<file path="config.mk">
export PLATFORM = sky130hd
export DESIGN_NAME = spf_controller
export DESIGN_NICKNAME = d
export VERILOG_FILES = /design/src/rtl/spf_pkg.sv /design/src/rtl/spf_controller.sv
export SDC_FILE = /design/constraint.sdc
export NUM_CORES = 1
export LEC_CHECK = 0
export BUFFER_PORTS_ARGS = -buffer_cell sky130_fd_sc_hd__clkbuf_2
export CORE_MARGIN = 4
export CORE_UTILIZATION = 35
export CTS_CLUSTER_SIZE = 16
export DETAILED_ROUTE_END_ITERATION = 12
export GPL_ROUTABILITY_DRIVEN = 0
export HOLD_SLACK_MARGIN = 0.05
export PLACE_DENSITY_LB_ADDON = 0.1
export SETUP_SLACK_MARGIN = 0.05
export SYNTH_ARGS = -nofsm -noshare
export SYNTH_HDL_FRONTEND = slang
export SYNTH_SLANG_ARGS = --single-unit
</file>
<file path="constraint.sdc">
create_clock -name clock -period 1.9 [get_ports clock]
set_input_delay 0.38 -clock clock [delete_from_list [all_inputs] [get_ports clock]]
set_output_delay 0.38 -clock clock [all_outputs]
set_load 0.01 [all_outputs]
</file>
<file path="src/rtl/spf_pkg.sv">
// ----------------------------------------------------------------------------
// spf_pkg : shared types and constants of the sieve factoriser
// Word widths, controller states and the command/status groups that join
// the controller to the datapath.
// ----------------------------------------------------------------------------
package spf_pkg;

   localparam int NUM_W    = 17;  // query number width
   localparam int FACTOR_W = 16;  // table entry and result factor width
   localparam int DIV_BITS = 4;   // quotient bits resolved per divider cycle

   typedef enum logic [3:0] {
      S_CLEAR,
      S_CHECK_I,
      S_READ_I,
      S_TEST_I,
      S_READ_J,
      S_MARK_J,
      S_IDLE,
      S_FACT_READ,
      S_FACT_TEST,
      S_FACT_DIV
   } spf_state_type;

   // controller to datapath
   typedef struct packed {
      logic clr_wr;        // write zero at the clearing counter, advance it
      logic i_init;        // start the sieve at two
      logic i_next;        // advance the sieve prime candidate
      logic rd_i;          // read the entry of the candidate
      logic j_init;        // start the multiples at the candidate squared
      logic rd_j;          // read the entry of the current multiple
      logic j_next;        // advance the multiple
      logic mark_wr;       // mark the current multiple with the candidate
      logic load_rem;      // load the remainder from the query word
      logic rd_rem;        // read the entry of the remainder
      logic emit;          // load the result register
      logic div_start;     // divide the remainder by its entry
      logic rem_from_div;  // take the quotient as the new remainder
   } spf_cmd_type;

   // datapath to controller
   typedef struct packed {
      logic cnt_done;      // clearing counter is at the last entry
      logic sq_over;       // candidate squared is past the table end
      logic j_last;        // next multiple is past the table end
      logic entry_zero;    // read entry is unmarked (index is prime)
      logic num_ok;        // query number lies in two to table size
      logic out_free;      // result register can take a word
      logic div_done;      // quotient ready
   } spf_status_type;

endpackage

</file>
<file path="src/rtl/spf_controller.sv">
// ----------------------------------------------------------------------------
// spf_controller : sequencer of the sieve factoriser
// Clears the table, runs the sieve, then factorises one query at a time.
// ----------------------------------------------------------------------------
module spf_controller (
   input  logic                     clock,
   input  logic                     reset,
   input  logic                     req_valid,
   output logic                     req_ready,
   input  spf_pkg::spf_status_type  status,
   output spf_pkg::spf_cmd_type     cmd
);

   spf_pkg::spf_state_type state_ff, state_in;

   always_ff @(posedge clock) begin
      if (reset) begin
         state_ff <= spf_pkg::S_CLEAR;
      end else begin
         state_ff <= state_in;
      end
   end

   always_comb begin
      state_in  = state_ff;
      cmd       = '0;
      req_ready = 1'b0;
      case (state_ff)
         spf_pkg::S_CLEAR: begin
            cmd.clr_wr = 1'b1;
            if (status.cnt_done) begin
               cmd.i_init = 1'b1;
               state_in   = spf_pkg::S_CHECK_I;
            end
         end
         spf_pkg::S_CHECK_I: begin
            state_in = status.sq_over ? spf_pkg::S_IDLE : spf_pkg::S_READ_I;
         end
         spf_pkg::S_READ_I: begin
            cmd.rd_i = 1'b1;
            state_in = spf_pkg::S_TEST_I;
         end
         spf_pkg::S_TEST_I: begin
            if (status.entry_zero) begin
               cmd.j_init = 1'b1;
               state_in   = spf_pkg::S_READ_J;
            end else begin
               cmd.i_next = 1'b1;
               state_in   = spf_pkg::S_CHECK_I;
            end
         end
         spf_pkg::S_READ_J: begin
            cmd.rd_j = 1'b1;
            state_in = spf_pkg::S_MARK_J;
         end
         spf_pkg::S_MARK_J: begin
            cmd.mark_wr = status.entry_zero;
            cmd.j_next  = 1'b1;
            if (status.j_last) begin
               cmd.i_next = 1'b1;
               state_in   = spf_pkg::S_CHECK_I;
            end else begin
               state_in = spf_pkg::S_READ_J;
            end
         end
         spf_pkg::S_IDLE: begin
            // out-of-range numbers are taken and dropped
            req_ready = 1'b1;
            if (req_valid && status.num_ok) begin
               cmd.load_rem = 1'b1;
               state_in     = spf_pkg::S_FACT_READ;
            end
         end
         spf_pkg::S_FACT_READ: begin
            cmd.rd_rem = 1'b1;
            state_in   = spf_pkg::S_FACT_TEST;
         end
         spf_pkg::S_FACT_TEST: begin
            if (status.out_free) begin
               cmd.emit = 1'b1;
               if (status.entry_zero) begin
                  state_in = spf_pkg::S_IDLE;
               end else begin
                  cmd.div_start = 1'b1;
                  state_in      = spf_pkg::S_FACT_DIV;
               end
            end
         end
         spf_pkg::S_FACT_DIV: begin
            if (status.div_done) begin
               cmd.rem_from_div = 1'b1;
               state_in         = spf_pkg::S_FACT_READ;
            end
         end
         default: begin
            state_in = spf_pkg::S_CLEAR;
         end
      endcase
   end

endmodule

</file>
[After elaboration in Yosys (flattened, before gate mapping)]
Cells that the tools add are included.
Storage, ports and cells
  register bits after elaboration: 4
  bits in latches: 0
  bits in writable memories: 0
  memory bits (read-only): 0
  output and inout bits: 14
  logic and storage cells: 44
  memories kept: 0
Operators by class
  add/sub/neg operators: 0
  multiply operators: 0
  divide/modulo/power cells: 0
  magnitude comparators: 0
  eq/ne operators: 13
  shifts and indexed selects: 0
  multiplexer cells: 27
  bitwise operators: 0
  reductions and logical operators: 3
Operators by type and width (count)
  $pmux W4 S10: 1
  $mux W4: 5
  $eq A4 B3 Y1 const B: 4
  $mux W1: 13
  $mux W3: 3
  $eq A4 B2 Y1 const B: 2
  $eq A4 B4 Y1 const B: 2
  $mux W2: 4
  $ne A2 B2 Y1 const B: 4
  $eq A4 B1 Y1 const B: 1
  $logic_not A4 Y1: 1
  $reduce_and A4 Y1: 1
  $pmux W1 S2: 1
  $logic_and A1 B1 Y1: 1

[Depth between registers and ports, before layout]
  depth in word-level cells: 3
  gate-level depth with buffers: 6
  depth with buffers taken out: 4

[Worst setup path after synthesis]
Ideal clock, no wire load.
  path kind: flip-flop to output port
  start: register state_ff[0]
  end: output cmd[1] in the netlist's numbering
  arrival time: 1.262 ns
  data required time: 1.520 ns
  setup slack: 0.258 ns
  cell stages (with the launch flop): 5
  cells stage by stage: dfxtp_1 > buf_4 > buf_2 > nor4_2 > nor2b_1
RTL lines
  from (decl): RTL line spf_controller.sv:14  | spf_pkg::spf_state_type state_ff, state_in;
  from (signal assigned): RTL line spf_controller.sv:18  | state_ff <= spf_pkg::S_CLEAR;
  from (signal assigned): RTL line spf_controller.sv:20  | state_ff <= state_in;
  to (decl): RTL line spf_controller.sv:11  | output spf_pkg::spf_cmd_type cmd

==> results.txt <==
----------------------------------------------------
[Status]
  Status ... finished clean

[Worst setup path]
  Slowest stage cell, crit path ... sky130_fd_sc_hd__dfxtp_2
  Worst-path fanout max ... 10
  WS Path Type ... reg -> out
  Worst R2R Setup Slack ... 0.46 ns
  Endpoint class of the critical path ... output pin
  Data required time of the critical path ... 1.52 ns
  Critical path launch point type ... register
  Worst r2r src ... state_ff[0]
  Critical path startpoint ... state_ff[1]
  Delay of the slowest critical-path stage ... 0.42 ns
  Critical path cell sequence ... or2b_1, o22ai_1, nor2b_1, clkbuf_2
  Data arrival at the endpoint of the critical path ... 1.40 ns

[Placed design]
  Cell Count Post-Placement ... roughly 100
  Quantity of I/O buffers inserted on ports ... 23
  Detailed Place HPWL ... 992 um

[Clock tree]
  Clock Pin Slew Worst Setup and Hold Paths ... 0.04 ns
  Count of clock tree sinks ... 4
  Hold_buf cts ... 0
  TritonCTS Buffers ... 3
  Clock root cell ... sky130_fd_sc_hd__clkbuf_4
  CTS tree ... yes
  Clock network latency to the later pin of the worst-skew pair ... 0.23 ns
  Bufs on Longest Clock Path ... 2
  H-Tree Depth ... 1

[Timing]
  RSZ-0062 raised after global routing ... true
  Share of the clock period used by the worst path ... 93.9%
  Slew at the pin with the worst max-slew slack ... 0.336 ns
  Hold Violations, Final ... 0
  Crit path time final ... 1.78 ns
  Max-slew violations ... 0
  Maximum clock skew at final layout ... between 0.002 and 0.003 ns
  Tightest slew margin relative to the limit ... 77.5%
  Fmax ... 560 MHz
  Final setup TNS ... 0 ns
  Final setup violation count ... 0

[Route]
  Detailed-route via count ... 536
  Detailed-route wire length per cell ... 11.9 um
  Via density per instance ... 5.15
  First DRT Iteration DRCs ... 4
  Antenna-violating nets left ... 0
  Wire length reported by the detailed router ... 1240 um
  Drt drc ... 0
  DRT Pass-1 Iters ... 4

[Hold path]
  Worst Min Path Start ... reset
  Class of the worst hold path ... in -> reg

[Yosys]
  Register bit count reported by yosys ... 4
  Average size of a mapped cell ... roughly 7.6 um^2
  Distinct cells, synth ... 33
  Warnings, synthesis ... 0
  Post-synthesis net count ... 75
  Sequential area share after synthesis ... 16.2%
  Leading register cell type out of synthesis ... sky130_fd_sc_hd__dfxtp_1
  Post-synthesis cell area ... 495 um^2
  Share of flip-flops with an asynchronous set or reset after synthesis ... 0%
  Count of flip-flops with a built-in enable after synthesis ... 0
  Post-Syn Instances ... 65

[Finish]
  Number of filler cells placed in the layout ... 140
  Most common library cell in the layout ignoring fill and taps ... sky130_fd_sc_hd__clkbuf_2
  Registers with the most flip-flops ... state_ff: 4 flops
  Layout net count ... 101
  Non-filler instance count after layout ... 104
  P&R area growth vs syn ... 30.1%
  Leading cell types in the layout, fill and taps excluded ... sky130_fd_sc_hd__clkbuf_2 (23), sky130_fd_sc_hd__nor2_1 (6), sky130_fd_sc_hd__nand2_1 (5), sky130_fd_sc_hd__a21oi_1 (5), sky130_fd_sc_hd__inv_1 (4)
  Ant diodes ... 0
  Number of flip-flops under the largest register name ... 4
  Layout cell share with drive strength beyond 1 ... approximately 46%
  Share of the core filled with cells ... 48.9%
  Largest reg by FF count ... state_ff

[Power and ir drop]
  Total power divided by cell area ... 582 mW/mm^2
  Worst ir drop on vdd ... ~440 uV
  Static power due to leakage ... about 0.00029 uW

[Global routing]
  Gr ovfl total ... 0
  Global-route met1 utilization ... 17.4%
  Largest net degree at the start of global routing ... 14
  Met3 routing resource usage after global routing ... 4.74%
  Global-route layer with the greatest usage ... met2
  Vias in the first global route ... 445
  Total routing resource utilization after global routing ... 12.4%
  Number of antenna violations at the first check in global routing ... 0
  Wire length of the first global-routing pass ... 1880 um
  GRT met2 Usage ... between 10% and 20%

[Die]
  Die span in x ... 45.6 um
  Num ports ... 24
  Cell row count ... 13
  Die Outline Area ... 0.00208 mm^2
  Starting density of the core ... 37.6%
  Placeable core region ... 0.00132 mm^2
  Die Ht ... 45.6 um

[Flow run]
  Max-capacitance violation count ... 0

----------------------------------------------------
## cell usage after synthesis, types with 3 or more instances
master	instances	area, um^2
sky130_fd_sc_hd__a21oi_1	5	25.0
sky130_fd_sc_hd__buf_2	3	15.0
sky130_fd_sc_hd__dfxtp_1	4	80.1
sky130_fd_sc_hd__inv_1	4	15.0
sky130_fd_sc_hd__nand2_1	5	18.8
sky130_fd_sc_hd__nand2b_1	3	18.8
sky130_fd_sc_hd__nor2_1	6	22.5
sky130_fd_sc_hd__nor2b_1	3	18.8
sky130_fd_sc_hd__nor3_1	3	15.0
## area by class of cell
type	count	area, um^2	share of cell area (%)
clock buffer	3	22.5	3.50
inverter	4	15.0	2.33
multi-input combinational	52	367	56.9
sequential	4	83.8	13.0
tap	15	18.8	2.91
timing repair buffer	26	138	21.4
## what timing repair did
item                       in CTS  in global routing
gates resized for setup         1                  2
buffers inserted                0                  0
setup endpoints to repair       1                  5
cloned                          0                  0
## per-layer routing
layer,vias to the layer above,share of wire [%]
met5,-,0
met4,0,0
met3,0,7.1
met2,17,41
met1,231,51
li1,288,-
## logic make-up after synthesis
group	share of synthesized area, %
and+or+nand+nor	43.7
AOI/OAI and AO/OA	28.3
buffers and inverters	9.85
DFF	16.2
muxes	2.02
## worst max-delay path: cells and delay by family, from the launching register on
kind,cells,cell delay [ns]
flip-flops,1,0.42
AO/OA/AOI/OAI,1,0.18
buffers and inverters,1,0.13
AND/OR/NAND/NOR,2,0.44
## path summary, 6_finish.rpt
kind         depth (start not counted)           to
max                                  4      cmd[10]
min                                  2  state_ff[0]
max reg2reg                          5  state_ff[2]
min reg2reg                          3  state_ff[3]
## per-stage QoR
stage	worst slack [ns]	instance area, um^2	hold slack, ns	power [uW]
6_report	0.115	644	0.358	375
5_1_grt	0.00917	644	0.362	407
4_1_cts	0.0961	642	0.352	381
3_5_place_dp	0.240	618	0.598	273
3_3_place_gp	0.266	618	0.598	273
2_1_floorplan	0.258	495	0.445	234
## power by group
group          internal, uW  switching [uW]  leakage [uW]
combinational          73.7            80.1      0.000243
clock                  70.4            31.0     0.0000138
sequential             94.5            25.5     0.0000338
(Power assumes the default switching activity.)
